### src/sv/vcfcp_pkg.sv
// vcfcp_pkg: shared types and constants of the virtual-channel frame capture packer.
// Holds the input and result transaction structs. No dependencies.
package vcfcp_pkg;

    localparam int NUM_CH        = 4;
    localparam int CH_W          = 2;
    localparam int HALF_W        = 16;
    localparam int WORD_W        = 32;
    localparam int WORD_INDEX_W  = 10;
    localparam int FRAME_WORDS_W = 11;

    typedef struct packed {
        logic              reset_request;
        logic [NUM_CH-1:0] valid_mask;
        logic [NUM_CH-1:0] sof_mask;
        logic [NUM_CH-1:0] eof_mask;
        logic [NUM_CH-1:0] eofe_mask;
        logic [HALF_W-1:0] data_ch0;
        logic [HALF_W-1:0] data_ch1;
        logic [HALF_W-1:0] data_ch2;
        logic [HALF_W-1:0] data_ch3;
    } t_in_item;

    typedef struct packed {
        logic [NUM_CH-1:0]        ready_mask;
        logic                     sof_error;
        logic                     word_valid;
        logic [WORD_INDEX_W-1:0]  word_index;
        logic [WORD_W-1:0]        word_data;
        logic                     frame_done;
        logic [CH_W-1:0]          frame_channel;
        logic [FRAME_WORDS_W-1:0] frame_words;
        logic                     frame_error;
    } t_out_item;

endpackage

### src/sv/vc_frame_capture_packer.sv
// Four-channel frame capture mux: while idle it grants the lowest-numbered valid channel
// (flagging a missing start-of-frame), then packs that channel's halfwords low-first into
// 32-bit words with their index and reports channel, whole-word count and error at end of
// frame. Every transaction in gives exactly one result transaction. Throughput is one
// transaction per clock while o_stall is low. The result side is a result register plus
// one skid entry, so o_stall rises only after two results are held back by i_stall.
// Frame length is capped at FRAME_WORDS_MAX words; halfwords beyond that are dropped.
// Depends on vcfcp_pkg and vcfcp_skid.
module vc_frame_capture_packer #(
    parameter int FRAME_WORDS_MAX = 1024
) (
    input  logic                 i_clk,
    input  logic                 i_rst_n,
    input  logic                 i_valid,
    output logic                 o_stall,
    input  vcfcp_pkg::t_in_item  i_data,
    output logic                 o_valid,
    input  logic                 i_stall,
    output vcfcp_pkg::t_out_item o_data
);
    import vcfcp_pkg::*;

    localparam int CNT_W = $clog2(2 * FRAME_WORDS_MAX + 1);
    localparam logic [CNT_W-1:0] CAP = CNT_W'(2 * FRAME_WORDS_MAX);

    logic              r_active;
    logic [CH_W-1:0]   r_granted;
    logic [CNT_W-1:0]  r_count;
    logic [HALF_W-1:0] r_pending;

    logic              n_active;
    logic [CH_W-1:0]   n_granted;
    logic [CNT_W-1:0]  n_count;
    logic [HALF_W-1:0] n_pending;

    logic              in_accept;
    logic [HALF_W-1:0] ch_data;
    logic              ch_valid;
    logic              ch_eof;
    logic              ch_eofe;
    logic              has_room;
    logic [CNT_W-1:0]  cnt_after;
    t_out_item         result;

    assign in_accept = i_valid && !o_stall;

    always_comb begin
        unique case (r_granted)
            2'd0:    ch_data = i_data.data_ch0;
            2'd1:    ch_data = i_data.data_ch1;
            2'd2:    ch_data = i_data.data_ch2;
            default: ch_data = i_data.data_ch3;
        endcase
    end

    assign ch_valid  = i_data.valid_mask[r_granted];
    assign ch_eof    = i_data.eof_mask[r_granted];
    assign ch_eofe   = i_data.eofe_mask[r_granted];
    assign has_room  = r_count < CAP;
    assign cnt_after = has_room ? r_count + CNT_W'(1) : r_count;

    always_comb begin
        n_active  = r_active;
        n_granted = r_granted;
        n_count   = r_count;
        n_pending = r_pending;
        result    = '0;
        if (i_data.reset_request) begin
            n_active  = 1'b0;
            n_granted = '0;
            n_count   = '0;
            n_pending = '0;
        end else if (!r_active) begin
            n_count   = '0;
            n_pending = '0;
            priority if (i_data.valid_mask[0]) begin
                n_active         = 1'b1;
                n_granted        = CH_W'(0);
                result.sof_error = !i_data.sof_mask[0];
            end else if (i_data.valid_mask[1]) begin
                n_active         = 1'b1;
                n_granted        = CH_W'(1);
                result.sof_error = !i_data.sof_mask[1];
            end else if (i_data.valid_mask[2]) begin
                n_active         = 1'b1;
                n_granted        = CH_W'(2);
                result.sof_error = !i_data.sof_mask[2];
            end else if (i_data.valid_mask[3]) begin
                n_active         = 1'b1;
                n_granted        = CH_W'(3);
                result.sof_error = !i_data.sof_mask[3];
            end
        end else if (ch_valid) begin
            if (has_room) begin
                n_count = cnt_after;
                if (!r_count[0]) begin
                    n_pending = ch_data;
                    if (ch_eof) begin
                        result.word_valid = 1'b1;
                        result.word_index = WORD_INDEX_W'(r_count >> 1);
                        result.word_data  = {{(WORD_W-HALF_W){1'b0}}, ch_data};
                    end
                end else begin
                    result.word_valid = 1'b1;
                    result.word_index = WORD_INDEX_W'(r_count >> 1);
                    result.word_data  = {ch_data, r_pending};
                end
            end
            if (ch_eof) begin
                result.frame_done    = 1'b1;
                result.frame_channel = r_granted;
                result.frame_words   = FRAME_WORDS_W'(cnt_after >> 1);
                result.frame_error   = ch_eofe || cnt_after[0];
                n_active  = 1'b0;
                n_count   = '0;
                n_pending = '0;
            end
        end
        result.ready_mask = n_active ? (NUM_CH'(1) << n_granted) : '0;
    end

    always_ff @(posedge i_clk) begin
        if (!i_rst_n) begin
            r_active  <= 1'b0;
            r_granted <= '0;
            r_count   <= '0;
            r_pending <= '0;
        end else if (in_accept) begin
            r_active  <= n_active;
            r_granted <= n_granted;
            r_count   <= n_count;
            r_pending <= n_pending;
        end
    end

    vcfcp_skid u_skid (
        .i_clk   (i_clk),
        .i_rst_n (i_rst_n),
        .i_valid (i_valid),
        .o_stall (o_stall),
        .i_data  (result),
        .o_valid (o_valid),
        .i_stall (i_stall),
        .o_data  (o_data)
    );

endmodule

### src/sv/vcfcp_skid.sv
// vcfcp_skid: result register with one skid entry for the result channel.
// Depends on vcfcp_pkg for the result transaction type.
module vcfcp_skid (
    input  logic                i_clk,
    input  logic                i_rst_n,
    input  logic                i_valid,
    output logic                o_stall,
    input  vcfcp_pkg::t_out_item i_data,
    output logic                o_valid,
    input  logic                i_stall,
    output vcfcp_pkg::t_out_item o_data
);
    import vcfcp_pkg::*;

    logic      r_out_valid;
    logic      r_skid_valid;
    t_out_item r_out;
    t_out_item r_skid;
    logic      in_take;
    logic      out_free;

    assign in_take  = i_valid && !r_skid_valid;
    assign out_free = !r_out_valid || !i_stall;

    always_ff @(posedge i_clk) begin
        if (!i_rst_n) begin
            r_out_valid  <= 1'b0;
            r_skid_valid <= 1'b0;
        end else begin
            if (out_free) begin
                if (r_skid_valid) begin
                    r_out_valid  <= 1'b1;
                    r_skid_valid <= 1'b0;
                end else begin
                    r_out_valid <= in_take;
                end
            end else if (in_take) begin
                r_skid_valid <= 1'b1;
            end
        end
    end

    always_ff @(posedge i_clk) begin
        if (out_free) begin
            if (r_skid_valid) begin
                r_out <= r_skid;
            end else if (in_take) begin
                r_out <= i_data;
            end
        end else if (in_take) begin
            r_skid <= i_data;
        end
    end

    assign o_stall = r_skid_valid;
    assign o_valid = r_out_valid;
    assign o_data  = r_out;

endmodule
### config.mk
export PLATFORM = sky130hd
export DESIGN_NAME = vc_frame_capture_packer
export DESIGN_NICKNAME = d
export VERILOG_FILES = /design/src/sv/vcfcp_pkg.sv /design/src/sv/vc_frame_capture_packer.sv /design/src/sv/vcfcp_skid.sv
export SDC_FILE = /design/constraint.sdc
export NUM_CORES = 1
export LEC_CHECK = 0
export BUFFER_PORTS_ARGS = -buffer_cell sky130_fd_sc_hd__buf_2
export CELL_PAD_IN_SITES_DETAIL_PLACEMENT = 1
export CELL_PAD_IN_SITES_GLOBAL_PLACEMENT = 1
export CORE_UTILIZATION = 35
export CTS_CLUSTER_DIAMETER = 150
export DETAILED_ROUTE_END_ITERATION = 12
export GPL_TIMING_DRIVEN = 0
export PLACE_DENSITY = 0.71
export SYNTH_ARGS = -nofsm -noshare
export SYNTH_HDL_FRONTEND = slang
export SYNTH_SLANG_ARGS = --single-unit
### constraint.sdc
create_clock -name i_clk -period 4.4 [get_ports i_clk]
set_input_delay 1.1 -clock i_clk [delete_from_list [all_inputs] [get_ports i_clk]]
set_output_delay 1.1 -clock i_clk [all_outputs]
set_load 0.05 [all_outputs]
# == Word level (Yosys, flattened, before mapping) ==
# Index checks and enable logic that the tools add are counted.
# word_totals
ff_bits,159
in_bits,85
wordCells,101
out_inout_bits,65
# classes
magnitude_cmp,2
mux,49
eq_ne,5
shift,1
add_sub_neg,1
n_reduce_logical,17
n_bitwise,2
# ops
operator,count
2-to-1 mux 43 bit,3
2-to-1 mux 63 bit,2
2-to-1 mux 58 bit,2
2-to-1 mux 16 bit,6
2-to-1 mux 12 bit,6
2-to-1 mux 59 bit,1
case mux 16 bit (3 select lines),1
2-to-1 mux 1 bit,17
2-to-1 mux 15 bit,1
adder 12 x 1 -> 12 bit (second input constant),1
less-than comparator 12 bit (second input constant),1
2-to-1 mux 2 bit,6
logical NOT 1 bit,7
binary-select mux 1 bit (select 2 bit),3
2-to-1 mux 4 bit,1
inequality test 4 x 2 -> 1 bit (second input constant),1
inequality test 4 x 3 -> 1 bit (second input constant),1
AND reduction 2 bit,2
AND reduction 4 bit,1
<< shifter 1 x 2 -> 4 bit (first input constant),1
less-than comparator 2 x 3 -> 1 bit (second input constant),1
inequality test 3 x 2 -> 1 bit (second input constant),1
AND reduction 3 bit,1
equality test 2 x 1 -> 1 bit (second input constant),1
7 further kinds,9

# == Logic depth before layout (Yosys ltp) ==
# Gate-level depths: netlist of the first run.
# logic_depth
depth_word,10
ltp_mapped,7
ltp_nobuf,5

# == Cells and area by module ==
# Synthesis of the first run repeated with hierarchy kept, for this count alone.
# unflattened
hier_cells,474
hier_area_um2,7230.7
# modules_own_cells
mod,n_inst,cells_each,area_per_inst_um2,seq_area_each_um2
vcfcp_skid,1,204,4828.4,3823.7
vc_frame_capture_packer,1,270,2402.3,620.6

# == Worst setup path before layout of the first run ==
# OpenSTA, ideal clock, no wires.
# synth_path
path_type,register -> register
start,register u_skid.r_skid_valid (netlist: u_skid.o_stall)
end,"register u_skid.r_out, in the netlist u_skid.o_data[0], enable pin"
arrival_time_ps,4700
slack_ps,-804
period_less_slack_ps,5204
n_path_buf,3
stages_incl_launch_ff,6
setup_ps,505
required_time_ps,3895
path_cell_list,dfxtp_1 -> clkbuf_1 -> clkbuf_1 -> buf_1 -> nor2_1 -> a21oi_1
# synth_via
elab_chain_len,4
# synth_rtl
item,line_no,text
from (decl),vcfcp_skid.sv:16,logic r_skid_valid;
from (signal assigned),vcfcp_skid.sv:28,r_skid_valid <= 1'b0;
from (signal assigned),vcfcp_skid.sv:33,r_skid_valid <= 1'b0;
from (signal assigned),vcfcp_skid.sv:38,r_skid_valid <= 1'b1;
logical NOT 1 bit,vcfcp_skid.sv:22,assign in_take = i_valid && !r_skid_valid;
logical AND 1 bit,vcfcp_skid.sv:22,
nonzero test 2 bit (no line) *,n/a,
AND reduction 2 bit (no line) *,n/a,
to (signal assigned),vcfcp_skid.sv:46,r_out <= r_skid;
to (signal assigned),vcfcp_skid.sv:48,r_out <= i_data;
to (decl),vcfcp_skid.sv:17,t_out_item r_out;
# Every way passes the cells marked *; elsewhere a longest branch is shown, timed or not.
# A chain may end at the register's enable or synchronous reset.

# == Worst setup path in the final report of the first run ==
# layout_path
start,register u_skid.r_skid_valid (netlist: u_skid.o_stall)
end,"register u_skid.r_out, in the netlist u_skid.o_data[6], enable pin"
# The elaborated chain is that of the path after synthesis.

==> results.toml, run 1 <==
[clock_tree]
h-tree-depth = 4
clock_insertion_delay_worst_skew_ns = 0.43
hold_buffers = 0
cts_root_buffer = "clkbuf_16"
post_cts_resized = 0
clkTransAtPathRegs_ns = 0.06
clkSinkCount = 159
cts-buffers-inserted = 17
tritoncts = "yes"
cts_setup_buffers = 0
clockBufferDepth = 2

[synth]
synthCells = 508
synth-edff-count = 126
synth.avg_cell_area_um2 = 14.1
synthArstFlopShare = 0
synth_area_leaders = "edfxtp_1 53%, dfxtp_1 9.2%, mux2_2 7.9%"
synth-seq-area-share = 0.622
syn_area_mm2 = 0.00715
synth_top_area_share = 0.530
synth_seq_cells = 159
synthFlopType = "edfxtp_1"
synth_nets = 594
synth_top_cell_by_area = "edfxtp_1"
synth_cell_types = 55
yosys_warnings = 0

[global_route]
grt_use_total = 0.183
grt.overflow.total = 0
grt_pass1_vias = 5110
grt_first_pass_wirelength_um = 28400
grt_max_degree = 29
antenna_found_initial = 0

[critical_path]
required_ns = 4.53
path_class = "flop to flop"
arrival_ns = 3.28
rr_worst_depth = 6
crit_fanout = 28
end_kind = "flop"
start_kind = "flop"

[detailed_routing]
via_count = 4992
dr.pass1.iters = 4
wl_per_cell_um = 19.3
drc = 0
wl_um = 18500
drt_iter0_drc = 231
ant_nets = 0
avgViaCountPerCell = 5.21

[cells_and_area]
layout_common_cells = "154 x buf_2, 126 x edfxtp_1, 50 x mux2_2, 38 x nand2_1, 33 x dfxtp_1"
area_delta_synth_final_pct = 24.2
final_core_util = 0.450
layout-drive-gt1-share = 0.388
nets = 766
final_common_cell = "buf_2"
fillers = 2079
layout.cells.non_filler = 958
n_antenna_cell = 0

[sta]
fin_skew_ns = 0.0118
setup_viol = 0
timing.final.crit_share = 0.716
tightest_slew_ns = 0.994
slew_violations = 0
rsz0062_at_grt = "false"
period_needed_ns = 3.15
max_clock_freq_mhz = 317
slew_headroom = 0.337
setup_tns_ns = 0
whs_ns = 0.479
hold_viol = 0

[job]
cap_violations = 0

[power_and_ir_drop]
internal_power_mw = 2.53
finalPower_mw = 3.41
vdd_drop_max_uv = 239
switching_share = 0.259
p_clk_frac = 0.393
seq_power_share = 0.496
combPwrFrac = 0.111
power.leakage_nw = 3.24
p_sw_uw = 883
powerDensity_mw_per_mm2 = 384

[floorplanning]
die_w_um = 145
num_rows = 51
start_util = 0.362
die_h_um = 145
dieArea_mm2 = 0.0210
core_mm2 = 0.0197
ios = 150

[place]
place_inst = 926
finalWeightedCongestion = 0.824
place_hpwl_um = 13700
portBuffers = 149

[run_status]
outcome = "completed"

[min_path]
min_path_type = "flop to flop"
whs_path_depth = 1
[sequential cells by signal (all words and copies together), names as in the netlist]
name,cells
u_skid.o_data,63
u_skid.r_skid,63
r_pending,16
r_count,12
r_granted,2
r_active,1
u_skid.o_stall,1
u_skid.o_valid,1
[per-stage QoR]
step                area [µm²]  setup slack, ns
finish                    8880             1.25
floorplan                 7150            0.613
CTS                       8880             1.20
detailed placement        8340             1.08
global route              8880            0.993
global placement          8230           -0.429
[critical path, stage by stage, from the launching register on]
cell	delay, ns
dfxtp_1	0.34
clkbuf_1	0.26
clkbuf_1	0.56
buf_1	0.58
nor2_1	0.23
a21oi_4	0.60
buf_16	0.26
[Yosys cell counts, types with 5 or more instances]
cell type	number
clkbuf_1	25
nand4_1	5
mux4_2	19
inv_1	6
nand3b_1	8
nor3_1	9
o21ai_0	9
nor2_1	23
edfxtp_1	126
o31ai_1	11
buf_2	5
nand2_1	38
dfxtp_1	33
a21oi_1	13
a22o_1	26
mux2_2	50
and2_1	31
[routing by layer]
metal,share of wire,global-route usage,wire length [µm]
met5,0,0,0
met4,0.020,0.0704,367
met3,0.042,0.0375,781
met2,0.49,0.291,9020
met1,0.45,0.246,8330
[cell type report]
cell class	count	area (µm²)	share of cell area
buffer	35	153	0.0172
clock buffer	19	443	0.0499
clock inverter	13	90.1	0.0101
inverter	6	22.5	0.00254
multi-input combinational	308	2540	0.287
sequential	159	4440	0.501
tap	265	332	0.0374
timing repair buffer	153	848	0.0956
[final timing paths]
path | startpoint | end | slack [ns]
min reg2reg | r_pending[1] | r_pending[1] | 0.48
max reg2reg | u_skid.o_stall | u_skid.o_data[6] | 1.25
max | u_skid.o_stall | u_skid.o_data[6] | 1.25
min | r_pending[1] | r_pending[1] | 0.48
[cells by family after synthesis]
family | Yosys count | synth area share
DFF | 159 | 0.622
and+or+nand+nor | 143 | 0.111
AOI/OAI and AO/OA | 85 | 0.0895
muxes | 73 | 0.144
buffers and inverters | 41 | 0.0245
xor gates and xnor gates | 6 | 0.00735
adders and majority gates | 1 | 0.00175
[power groups by stage]
stage | Clock, mW | Sequential [mW] | Combinational (mW)
after global routing | 1.42 | 1.70 | 0.402
after floorplan | 0 | 1.85 | 0.117
after CTS | 1.36 | 1.69 | 0.381
after detailed placement | 0 | 1.72 | 0.380
after global placement | 0 | 1.73 | 0.357
final | 1.34 | 1.69 | 0.378
Note: power is estimated with default switching activity, not from simulation.
==> run 2: changes to the inputs <==
PLACE_DENSITY = 0.68   (was 0.71)
clock period = 3.2 ns   (was 4.4 ns; I/O delays follow)
==> results.toml, run 2 (same netlist as run 1, synthesis figures left out) <==
[run_status]
outcome = "completed"

[sta]
whs_ns = 0.479
tightest_slew_ns = 1.07
max_clock_freq_mhz = 349
slew_violations = 0
hold_viol = 0
rsz0062_at_grt = "false"
fin_skew_ns = 0.0111
period_needed_ns = 2.86
setup_viol = 0
timing.final.crit_share = 0.894
slew_headroom = 0.284

[place]
place_hpwl_um = 13200
portBuffers = 149
finalWeightedCongestion = 0.814

[cells_and_area]
layout_common_cells = "154 x buf_2, 126 x edfxtp_1, 50 x mux2_2, 38 x nand2_1, 33 x dfxtp_1"
layout-drive-gt1-share = 0.393
nets = 765
final_common_cell = "buf_2"
area_delta_synth_final_pct = 24.7
final_core_util = 0.452

[critical_path]
cp_slowest_cell = "clkbuf_1"
rr_worst_depth = 6
crit_fanout = 25
path_class = "flop to flop"
max_stage_delay_ns = 0.56
path_cells = "clkbuf_1 -> clkbuf_1 -> clkbuf_2 -> nor2_1 -> a21oi_4 -> buf_12"
arrival_ns = 2.99
critical_path.top_delay_family = "buffers and inverters"
required_ns = 3.33
cp_common_cell = "clkbuf_1"
cp.depth = 6
path_buf_inv = 4
end_kind = "flop"
start_kind = "flop"

[clock_tree]
cts_root_buffer = "clkbuf_16"
clockBufferDepth = 2
h-tree-depth = 4
clkSinkCount = 159
tritoncts = "yes"
cts-buffers-inserted = 17
clkTransAtPathRegs_ns = 0.07
clock_insertion_delay_worst_skew_ns = 0.43

[min_path]
whs_path_depth = 1
min_path_type = "flop to flop"

[floorplanning]
die_w_um = 145
core_mm2 = 0.0197
dieArea_mm2 = 0.0210
num_rows = 51
ios = 150
die_h_um = 145
start_util = 0.362

[power_and_ir_drop]
power.leakage_nw = 3.27
powerDensity_mw_per_mm2 = 549
vdd_drop_max_uv = 310

[global_route]
grt.overflow.total = 0
antenna_found_initial = 1
grt_first_pass_wirelength_um = 28000
grt_max_degree = 35
grt_pass1_vias = 5180
grt_use_total = 0.181

[detailed_routing]
drt_iter0_drc = 271
avgViaCountPerCell = 5.22
wl_per_cell_um = 19.0
drc = 0
wl_um = 18200
ant_nets = 0
dr.pass1.iters = 4
via_count = 5004

[job]
cap_violations = 0
## run 2: cell count changes in the layout (fill, tap and decap cells not counted), moves of 2 or more
cell and change:
inv_8 +2, inv_6 +5, clkinv_1 -2, clkinvlp_4 -2, buf_16 -2, bufinv_16 +2
clkinv_4 -2
## run 2: per-layer routing
layer  global-route usage  vias up  share of wire
met5                    0        -              0
met4               0.0632        0          0.018
met3               0.0431       21          0.049
met2                0.289      156           0.49
met1                0.238     2513           0.45
li1                     -     2314              -
## run 2: area by class of cell
class                      count  area (µm²)
fill                        2054       10800
sequential                   159        4440
multi-input combinational    308        2540
timing repair buffer         152         813
clock buffer                  17         425
tap                          265         332
clock inverter                15         171
buffer                        35         154
inverter                       6        22.5
antenna                        1        2.50
## run 2: through the flow
step                setup TNS (ns)  total power [mW]  std cells  setup slack (ns)  area, µm²
finish                           0              4.89        958             0.338       8910
global route                     0              5.05        957             0.135       8910
CTS                              0              4.94        957            0.0111       8910
detailed placement               0              2.88        925            0.0226       8310
global placement           -101.29              2.86        922            -0.884       8240
floorplan                        0              2.71        508            0.0750       7160
## run 2: worst paths after layout
path	startpoint	end	slack (ns)
setup / recovery	u_skid.o_stall	u_skid.o_data[58]	0.34
hold reg to reg	r_pending[2]	r_pending[2]	0.48
hold / removal	r_pending[2]	r_pending[2]	0.48
setup reg to reg	u_skid.o_stall	u_skid.o_data[58]	0.34
## run 2: power breakdown
part,total [mW],switching (mW),internal (mW)
Clock,2.06,0.882,1.18
Sequential,2.32,0.0226,2.30
Combinational,0.512,0.356,0.157
Total,4.89,1.26,3.63
## run 2: what timing repair did
item / CTS / global route
hold endpoints to repair: 0 / 0
hold buffers: 0 / 0
gates resized for setup: 0 / 1
endpoints found under the setup margin: 0 / 50
setup buffers: 0 / 0
